`config.mk`:
```
export PLATFORM = sky130hd
export DESIGN_NAME = serial_to_hid_keyboard_report
export DESIGN_NICKNAME = d
export VERILOG_FILES = /design/src/hdl/s2hkr_pkg.sv /design/src/hdl/s2hkr_ctrl.sv /design/src/hdl/s2hkr_dp.sv /design/src/hdl/serial_to_hid_keyboard_report.sv
export SDC_FILE = /design/constraint.sdc
export NUM_CORES = 1
export LEC_CHECK = 0
export BUFFER_PORTS_ARGS = -buffer_cell sky130_fd_sc_hd__buf_2
export CORE_ASPECT_RATIO = 0.9
export CORE_MARGIN = 3
export CORE_UTILIZATION = 45
export CTS_BUF_LIST = sky130_fd_sc_hd__clkbuf_2 sky130_fd_sc_hd__clkbuf_4 sky130_fd_sc_hd__clkbuf_8
export DETAILED_ROUTE_END_ITERATION = 8
export SYNTH_ARGS = -nofsm -noshare
export SYNTH_HDL_FRONTEND = slang
export SYNTH_SLANG_ARGS = --single-unit
```
`constraint.sdc`:
```
create_clock -name clock -period 11.5 [get_ports clock]
set_input_delay 1.15 -clock clock [delete_from_list [all_inputs] [get_ports clock]]
set_output_delay 1.15 -clock clock [all_outputs]
set_load 0.005 [all_outputs]
```
`src/hdl/s2hkr_pkg.sv`:
```
// ----------------------------------------------------------------------------
// Serial to keyboard report package
// Shared op codes, controller states and the command and status bundles that
// join the controller to the datapath.
// ----------------------------------------------------------------------------
package s2hkr_pkg;

   // Item operation codes.
   localparam logic [1:0] OP_BYTE = 2'd0;
   localparam logic [1:0] OP_TICK = 2'd1;
   localparam logic [1:0] OP_POLL = 2'd2;

   // Frame parser phases.
   localparam logic [1:0] PH_HEADER = 2'd0;
   localparam logic [1:0] PH_SCAN   = 2'd1;
   localparam logic [1:0] PH_STATE  = 2'd2;

   localparam logic [7:0] PRESS_MARK = 8'h55;
   localparam int         MOD_FIRST  = 224;
   localparam int         MAX_SLOTS  = 6;
   localparam int         CODE_W     = 7;
   localparam int         REPORT_W   = 8 + MAX_SLOTS * CODE_W;
   localparam logic [9:0] IDLE_RESET = 10'd500;

   typedef enum logic [1:0] {
      ST_IDLE,
      ST_SCAN,
      ST_COMMIT
   } state_type;

   typedef struct packed {
      logic load;
      logic step;
      logic commit;
   } ctrl_cmd_type;

   typedef struct packed {
      logic is_poll;
      logic scan_last;
      logic out_free;
   } ctrl_status_type;

endpackage

```
`src/hdl/s2hkr_ctrl.sv`:
```
// ----------------------------------------------------------------------------
// Serial to keyboard report controller
// Sequences one item: capture, key table scan for polls, then commit.
// ----------------------------------------------------------------------------
module s2hkr_ctrl (
   input  logic                        clock,
   input  logic                        reset,
   input  logic                        req_valid,
   output logic                        req_stall,
   input  s2hkr_pkg::ctrl_status_type  status,
   output s2hkr_pkg::ctrl_cmd_type     cmd
);
   import s2hkr_pkg::*;

   state_type state_ff;
   state_type state_in;

   always_ff @(posedge clock) begin
      if (reset) begin
         state_ff <= ST_IDLE;
      end else begin
         state_ff <= state_in;
      end
   end

   always_comb begin
      state_in  = state_ff;
      cmd       = '0;
      req_stall = 1'b1;
      case (state_ff)
         ST_IDLE: begin
            req_stall = 1'b0;
            if (req_valid) begin
               cmd.load = 1'b1;
               state_in = ST_SCAN;
            end
         end
         ST_SCAN: begin
            if (status.is_poll) begin
               cmd.step = 1'b1;
               if (status.scan_last) begin
                  state_in = ST_COMMIT;
               end
            end else begin
               state_in = ST_COMMIT;
            end
         end
         ST_COMMIT: begin
            // Hold the finished item until the result register can take it.
            if (status.out_free) begin
               cmd.commit = 1'b1;
               state_in   = ST_IDLE;
            end
         end
         default: begin
            state_in = ST_IDLE;
         end
      endcase
   end

endmodule

```
`src/hdl/s2hkr_dp.sv`:
```
// ----------------------------------------------------------------------------
// Serial to keyboard report datapath
// Frame parser, key table, grouped key scan, idle timer and result register.
// ----------------------------------------------------------------------------
module s2hkr_dp #(
   parameter int KEY_SLOTS  = 6,
   parameter int SCAN_LIMIT = 128
) (
   input  logic                        clock,
   input  logic                        reset,
   input  s2hkr_pkg::ctrl_cmd_type     cmd,
   output s2hkr_pkg::ctrl_status_type  status,
   input  logic [1:0]                  req_op,
   input  logic [7:0]                  req_data_byte,
   input  logic                        req_endpoint_ready,
   input  logic                        csr_valid,
   output logic                        csr_ready,
   input  logic [9:0]                  csr_idle_period_ms,
   output logic                        rsp_valid,
   input  logic                        rsp_stall,
   output logic                        rsp_report_sent,
   output logic [7:0]                  rsp_modifiers,
   output logic [6:0]                  rsp_key_0,
   output logic [6:0]                  rsp_key_1,
   output logic [6:0]                  rsp_key_2,
   output logic [6:0]                  rsp_key_3,
   output logic [6:0]                  rsp_key_4,
   output logic [6:0]                  rsp_key_5
);
   import s2hkr_pkg::*;

   localparam int GROUPS = (SCAN_LIMIT + 7) / 8;
   localparam int GW     = (GROUPS > 1) ? $clog2(GROUPS) : 1;

   // Captured item.
   logic [1:0]              op_ff, op_in;
   logic [7:0]              data_ff, data_in;
   logic                    ready_ff, ready_in;

   // Persistent block state.
   logic [1:0]              phase_ff, phase_in;
   logic [7:0]              pend_ff, pend_in;
   logic [255:0]            keys_ff, keys_in;
   logic [9:0]              remain_ff, remain_in;
   logic [REPORT_W-1:0]     last_ff, last_in;
   logic [9:0]              period_ff, period_in;

   // Scan working state.
   logic [GW-1:0]           grp_ff, grp_in;
   logic [2:0]              used_ff, used_in;
   logic [CODE_W-1:0]       slots_ff [MAX_SLOTS];
   logic [CODE_W-1:0]       slots_in [MAX_SLOTS];
   logic [CODE_W-1:0]       slots_scan [MAX_SLOTS];
   logic [2:0]              used_scan;
   logic [7:0]              grp_bits;

   // Result register.
   logic                    rsp_valid_ff, rsp_valid_in;
   logic                    rsp_sent_ff, rsp_sent_in;
   logic [7:0]              rsp_mods_ff, rsp_mods_in;
   logic [CODE_W-1:0]       rsp_keys_ff [MAX_SLOTS];
   logic [CODE_W-1:0]       rsp_keys_in [MAX_SLOTS];

   logic [REPORT_W-1:0]     report;
   logic                    send;

   assign grp_bits = keys_ff[{grp_ff, 3'b000} +: 8];

   // One group of eight table entries per step; each pressed key in range
   // takes the next free slot.
   always_comb begin : scan_group
      logic [2:0] rank;
      logic [7:0] idx;
      rank       = used_ff;
      slots_scan = slots_ff;
      for (int j = 0; j < 8; j++) begin
         idx = 8'({grp_ff, 3'(j)});
         if (grp_bits[j] && ({1'b0, idx} < 9'(SCAN_LIMIT)) && (rank < 3'(KEY_SLOTS))) begin
            for (int s = 0; s < MAX_SLOTS; s++) begin
               if (3'(s) == rank) begin
                  slots_scan[s] = idx[CODE_W-1:0];
               end
            end
            rank = rank + 3'd1;
         end
      end
      used_scan = rank;
   end

   assign report = {slots_ff[5], slots_ff[4], slots_ff[3], slots_ff[2], slots_ff[1],
                    slots_ff[0], keys_ff[MOD_FIRST +: 8]};

   always_comb begin
      op_in        = op_ff;
      data_in      = data_ff;
      ready_in     = ready_ff;
      phase_in     = phase_ff;
      pend_in      = pend_ff;
      keys_in      = keys_ff;
      remain_in    = remain_ff;
      last_in      = last_ff;
      period_in    = period_ff;
      grp_in       = grp_ff;
      used_in      = used_ff;
      slots_in     = slots_ff;
      rsp_valid_in = rsp_valid_ff;
      rsp_sent_in  = rsp_sent_ff;
      rsp_mods_in  = rsp_mods_ff;
      rsp_keys_in  = rsp_keys_ff;
      send         = 1'b0;

      if (csr_valid) begin
         period_in = csr_idle_period_ms;
      end

      if (rsp_valid_ff && !rsp_stall) begin
         rsp_valid_in = 1'b0;
      end

      if (cmd.load) begin
         op_in    = req_op;
         data_in  = req_data_byte;
         ready_in = req_endpoint_ready;
         grp_in   = '0;
         used_in  = 3'd0;
         for (int s = 0; s < MAX_SLOTS; s++) begin
            slots_in[s] = '0;
         end
      end

      if (cmd.step) begin
         grp_in   = grp_ff + GW'(1);
         used_in  = used_scan;
         slots_in = slots_scan;
      end

      if (cmd.commit) begin
         rsp_valid_in = 1'b1;
         rsp_sent_in  = 1'b0;
         rsp_mods_in  = '0;
         for (int s = 0; s < MAX_SLOTS; s++) begin
            rsp_keys_in[s] = '0;
         end
         case (op_ff)
            OP_BYTE: begin
               case (phase_ff)
                  PH_SCAN: begin
                     pend_in  = data_ff;
                     phase_in = PH_STATE;
                  end
                  PH_STATE: begin
                     keys_in[pend_ff] = (data_ff == PRESS_MARK);
                     phase_in         = PH_HEADER;
                  end
                  default: begin
                     // A non-zero header byte is dropped.
                     phase_in = (data_ff == 8'd0) ? PH_SCAN : PH_HEADER;
                  end
               endcase
            end
            OP_TICK: begin
               if (remain_ff != 10'd0) begin
                  remain_in = remain_ff - 10'd1;
               end
            end
            OP_POLL: begin
               send = (report != last_ff);
               if ((period_ff != 10'd0) && (remain_ff == 10'd0)) begin
                  remain_in = period_ff;
                  send      = 1'b1;
               end
               if (ready_ff && send) begin
                  last_in     = report;
                  rsp_sent_in = 1'b1;
                  rsp_mods_in = report[7:0];
                  rsp_keys_in = slots_ff;
               end
            end
            default: begin
            end
         endcase
      end
   end

   always_ff @(posedge clock) begin
      if (reset) begin
         phase_ff     <= PH_HEADER;
         pend_ff      <= '0;
         keys_ff      <= '0;
         remain_ff    <= '0;
         last_ff      <= '0;
         period_ff    <= IDLE_RESET;
         rsp_valid_ff <= 1'b0;
      end else begin
         phase_ff     <= phase_in;
         pend_ff      <= pend_in;
         keys_ff      <= keys_in;
         remain_ff    <= remain_in;
         last_ff      <= last_in;
         period_ff    <= period_in;
         rsp_valid_ff <= rsp_valid_in;
      end
   end

   always_ff @(posedge clock) begin
      op_ff       <= op_in;
      data_ff     <= data_in;
      ready_ff    <= ready_in;
      grp_ff      <= grp_in;
      used_ff     <= used_in;
      slots_ff    <= slots_in;
      rsp_sent_ff <= rsp_sent_in;
      rsp_mods_ff <= rsp_mods_in;
      rsp_keys_ff <= rsp_keys_in;
   end

   assign status.is_poll   = (op_ff == OP_POLL);
   assign status.scan_last = (grp_ff == GW'(GROUPS - 1));
   assign status.out_free  = !rsp_valid_ff || !rsp_stall;

   assign csr_ready       = 1'b1;
   assign rsp_valid       = rsp_valid_ff;
   assign rsp_report_sent = rsp_sent_ff;
   assign rsp_modifiers   = rsp_mods_ff;
   assign rsp_key_0       = rsp_keys_ff[0];
   assign rsp_key_1       = rsp_keys_ff[1];
   assign rsp_key_2       = rsp_keys_ff[2];
   assign rsp_key_3       = rsp_keys_ff[3];
   assign rsp_key_4       = rsp_keys_ff[4];
   assign rsp_key_5       = rsp_keys_ff[5];

   // The scan never fills more slots than configured.
   a_used_bound: assert property (@(posedge clock) disable iff (reset)
      cmd.step |=> (used_ff <= 3'(KEY_SLOTS)))
      else $error("key slot count overran");

   // The parser never reaches the unused phase code.
   a_phase_legal: assert property (@(posedge clock) disable iff (reset)
      phase_ff != 2'd3)
      else $error("frame parser in unused phase");

   // A result that sends no report carries an all-zero report.
   a_unsent_zero: assert property (@(posedge clock) disable iff (reset)
      (rsp_valid_ff && !rsp_sent_ff) |-> ((rsp_mods_ff == 8'd0) &&
         (rsp_keys_ff[0] == '0) && (rsp_keys_ff[5] == '0)))
      else $error("unsent result carries report data");

endmodule

```
`src/hdl/serial_to_hid_keyboard_report.sv`:
```
// ----------------------------------------------------------------------------
// Serial to keyboard report
// Parses three-byte key frames from a serial stream into a key table and
// builds boot keyboard reports on poll, with an idle resend timer.
// ----------------------------------------------------------------------------
// A byte or tick beat is captured and then committed; a poll beat is first
// put through a key table scan of eight entries per cycle. The commit waits
// until the result register is free. One item is in work at a time; the
// next beat is taken once the item in work has been committed, even while
// its result still waits downstream.
// Reset (synchronous, active high) clears the key table at once, with no
// clearing pass, and loads the idle period with 500.
// ----------------------------------------------------------------------------
module serial_to_hid_keyboard_report #(
   parameter int KEY_SLOTS  = 6,
   parameter int SCAN_LIMIT = 128
) (
   input  logic       clock,
   input  logic       reset,
   // Item channel.
   input  logic       req_valid,
   output logic       req_stall,
   input  logic [1:0] req_op,
   input  logic [7:0] req_data_byte,
   input  logic       req_endpoint_ready,
   // Idle period register write channel.
   input  logic       csr_valid,
   output logic       csr_ready,
   input  logic [9:0] csr_idle_period_ms,
   // Result channel.
   output logic       rsp_valid,
   input  logic       rsp_stall,
   output logic       rsp_report_sent,
   output logic [7:0] rsp_modifiers,
   output logic [6:0] rsp_key_0,
   output logic [6:0] rsp_key_1,
   output logic [6:0] rsp_key_2,
   output logic [6:0] rsp_key_3,
   output logic [6:0] rsp_key_4,
   output logic [6:0] rsp_key_5
);
   import s2hkr_pkg::*;

   ctrl_cmd_type    cmd;
   ctrl_status_type status;

   // The controller walks each accepted beat through capture, an optional
   // scan of the key table for polls, and a commit into the result register.
   s2hkr_ctrl u_ctrl (
      .clock     (clock),
      .reset     (reset),
      .req_valid (req_valid),
      .req_stall (req_stall),
      .status    (status),
      .cmd       (cmd)
   );

   // The datapath holds the parser, key table, idle timer, last report sent
   // and the result register that decouples the two channels.
   s2hkr_dp #(
      .KEY_SLOTS  (KEY_SLOTS),
      .SCAN_LIMIT (SCAN_LIMIT)
   ) u_dp (
      .clock              (clock),
      .reset              (reset),
      .cmd                (cmd),
      .status             (status),
      .req_op             (req_op),
      .req_data_byte      (req_data_byte),
      .req_endpoint_ready (req_endpoint_ready),
      .csr_valid          (csr_valid),
      .csr_ready          (csr_ready),
      .csr_idle_period_ms (csr_idle_period_ms),
      .rsp_valid          (rsp_valid),
      .rsp_stall          (rsp_stall),
      .rsp_report_sent    (rsp_report_sent),
      .rsp_modifiers      (rsp_modifiers),
      .rsp_key_0          (rsp_key_0),
      .rsp_key_1          (rsp_key_1),
      .rsp_key_2          (rsp_key_2),
      .rsp_key_3          (rsp_key_3),
      .rsp_key_4          (rsp_key_4),
      .rsp_key_5          (rsp_key_5)
   );

endmodule

```
==> results.cfg <==
[clock_tree]
h-tree-depth = 2
cts.sinks = 330
cts_buffer_depth = 3
cts-root-buf = clkbuf_8
clk-insertion-delay-late_ns = 0.63
cts_buffers = 56
cts_tree = done
post-cts-setup-buffer-count = 0
cts_hold_buffers = 0
clkTransAtPathRegs_ns = 0.06
cts_resized = 0

[power_and_ir_drop]
swShare_pct = 28.5
comb_power_share_pct = 15.4
power.density_nw_per_um2 = 152
peakVddDrop_uv = 104
p_int_mw = 2.05
clkPwrFrac_pct = 40.3
p_total_mw = 2.87
p_seq_share_pct = 44.2
p_leak_nw = 6.88
p_switching_uw = 817

[place]
gp_congestion = 0.901
portBuffers = 78
dp_hpwl_mm = 33.0
post-place-cells = 2290

[logic_synthesis]
synth_top_area_share_pct = 25.9
synth.cell_area_um2 = 17000
syn_inst = 1841
synth_edf_count = 111
ys_async_sr_fraction_pct = 0
synthDistinctLibCells = 87
ys_warn_count = 0
synth.area.top_cells = dfxtp_1, edfxtp_1, a21oi_1
syn_avg_cell_area_um2 = 9.21
dominantRegCellSynth = dfxtp_1
seq_area_frac_synth_pct = 45.5
syn_nets = 1914
ys_seq_elements = 330
yosys.area.top_type = dfxtp_1

[sta]
finalSetupViolCount = 0
rsz0062_at_grt = false
max_clock_freq_ghz = 0.0964
maxSlewViolCount = 0
max_slew_margin_pct = 23.5
fin_crit_ns = 10.37
skew_ns = 0.0402
hold_violations = 0
fin_crit_sh_pct = 90.2
worstMarginPinSlew_ns = 1.15
fin_setup_tns_ns = 0

[critical_path]
regToRegSetupSlack_ns = 1.13
critPathLaunchType = register
cp-end-kind = register
critPathTopFamily = compound AO/OA/AOI/OAI gates
rr_worst_depth = 37
crit_top_cell = ha_1
startpoint = u_dp.grp_ff[0]
cp_max_fo = 12
critPathRequiredTime_ns = 11.85
path_class = register to register
worstPathArrival_ns = 10.72
r2r_end = u_dp.report[32]
r2r_start = u_dp.grp_ff[0]
critPathMaxStageDelay_ns = 0.78
slowest_stage = a2bb2oi_1
worst-path-buf-inv = 7

[worst_hold_path]
min_delay_path_depth = 2
hold_start = u_dp.last_ff[3]
hold_path_end = u_dp.last_ff[3]
hold_path_class = register to register

[grt]
antenna_found_initial = 0
grt_pass1_vias = 13400
grt_pass1_wl_mm = 76.7
grt_max_degree = 115
grt_usage_pct = 24.1
grt_overflow = 0

[floorplan]
coreArea_um2 = 36700
initial_core_util_pct = 46.2
die_w_um = 211
die_h_um = 190
die_area_um2 = 40000
top_level_ports = 80
rows = 66

[final_layout]
finalNonFillerCells = 2396
drive_above_1_share_pct = 13.7
final_cell_mix = nand2_1, dfxtp_1, a21oi_1
final_common_cell = nand2_1
multi_input_area_um2 = 8580
num_antenna_cells = 0
register_area_um2 = 7720
nNetsFinal = 1945
area_delta_synth_final_pct = 11.0
final.fill_count = 3432

[route]
wl_mm = 49.3
vias = 14200
drtPass1Iterations = 6
drtIter0Drc = 1235
drc = 0
wire_per_inst_um = 20.6
ant_nets = 0
via_per_inst = 5.91

[job]
drv_cap = 0

[status]
status = completed
==> metal layers <==
layer	wire length (um)	track usage (%)	part of all wire [%]
met1	22300	33.6	45
met2	23000	39.1	47
met3	2830	3.46	5.7
met4	1190	7.00	2.4
met5	0	0	0
==> worst max path at each step <==
| stage | to | slack (ns) | cells past startpoint |
|---|---|---|---|
| after global placement | u_dp.report[34] | 1.51 | 37 |
| after floorplan | u_dp.report[34] | 3.02 | 39 |
| after CTS | u_dp.report[34] | 1.29 | 37 |
| after detailed placement | u_dp.report[34] | 1.30 | 37 |
| after global routing | u_dp.report[35] | 0.26 | 37 |
| final | u_dp.report[32] | 1.13 | 37 |
==> sequential cells by signal, indices dropped and copies added, names as in the netlist, 8 cells and up <==
signal,count
u_dp.pend_ff,8
u_dp.report,42
u_dp.period_ff,10
u_dp.remain_ff,10
u_dp.last_ff,50
u_dp.keys_ff,136
u_dp.rsp_modifiers,8
u_dp.data_ff,8
==> power groups by stage <==
stage | clock (mW) | combinational (mW) | sequential (mW)
after floorplan | 0 | 0.332 | 1.28
after global placement | 0 | 0.434 | 1.29
after detailed placement | 0 | 0.436 | 1.29
after CTS | 1.18 | 0.438 | 1.27
after global routing | 1.24 | 0.484 | 1.27
final | 1.16 | 0.442 | 1.27
==> per-stage QoR <==
stage	hold slack, ns	setup slack, ns	area, um^2	util (%)
finish	0.466	1.13	18800	51.3
global placement	0.453	1.51	17600	47.9
detailed placement	0.459	1.30	17600	47.9
CTS	0.468	1.29	18800	51.3
floorplan	0.448	3.02	17000	-
global route	0.484	0.261	18800	51.3
==> cells by family after synthesis <==
group                      count (synthesis)  synth area share [%]
buffers and inverters                    164                  4.10
adders and majority gates                 47                  3.47
AOI/OAI and AO/OA                        513                  18.7
muxes                                     86                  6.98
xor gates and xnor gates                  60                  3.34
and+or+nand+nor                          640                  17.8
DFF                                      330                  45.5
other                                      1                0.0221
==> final cells by class <==
cell class / count / share of cell area, %
Multi-Input combinational cell: 1347 / 45.6
Sequential cell: 330 / 41.0
Clock buffer: 93 / 5.94
Tap cell: 476 / 3.16
Timing Repair Buffer: 95 / 2.78
Inverter: 42 / 0.864
Clock inverter: 13 / 0.678
==> synthesized netlist by cell type (all sizes together) (5+ instances only) <==
cell type,count
a221oi,6
and2,72
a21o,10
a211o,6
nand4,11
nor2,85
a22oi,15
a32oi,6
o22ai,10
nand3,160
buf,20
dfxtp,219
nor2b,16
xor2,36
nor3,23
xnor2,23
edfxtp,111
a31oi,10
nor4,13
o32ai,5
and3,9
a21oi,219
clkbuf,102
ha,47
mux2i,56
a2bb2oi,5
o21ai,159
mux2,5
inv,41
nand2b,10
nand2,226
mux4,25
a311oi,7
==> worst register-to-register path: cells and delay by family, from the launching register on <==
family	cells	cell delay, ns
AND/OR/NAND/NOR	9	1.83
AO/OA/AOI/OAI	11	3.38
buffers and inverters	7	0.85
multiplexers	2	0.84
flip-flops	1	0.74
adder cells (fa/ha/maj)	8	2.45
Power figures use the tool's default switching activity.
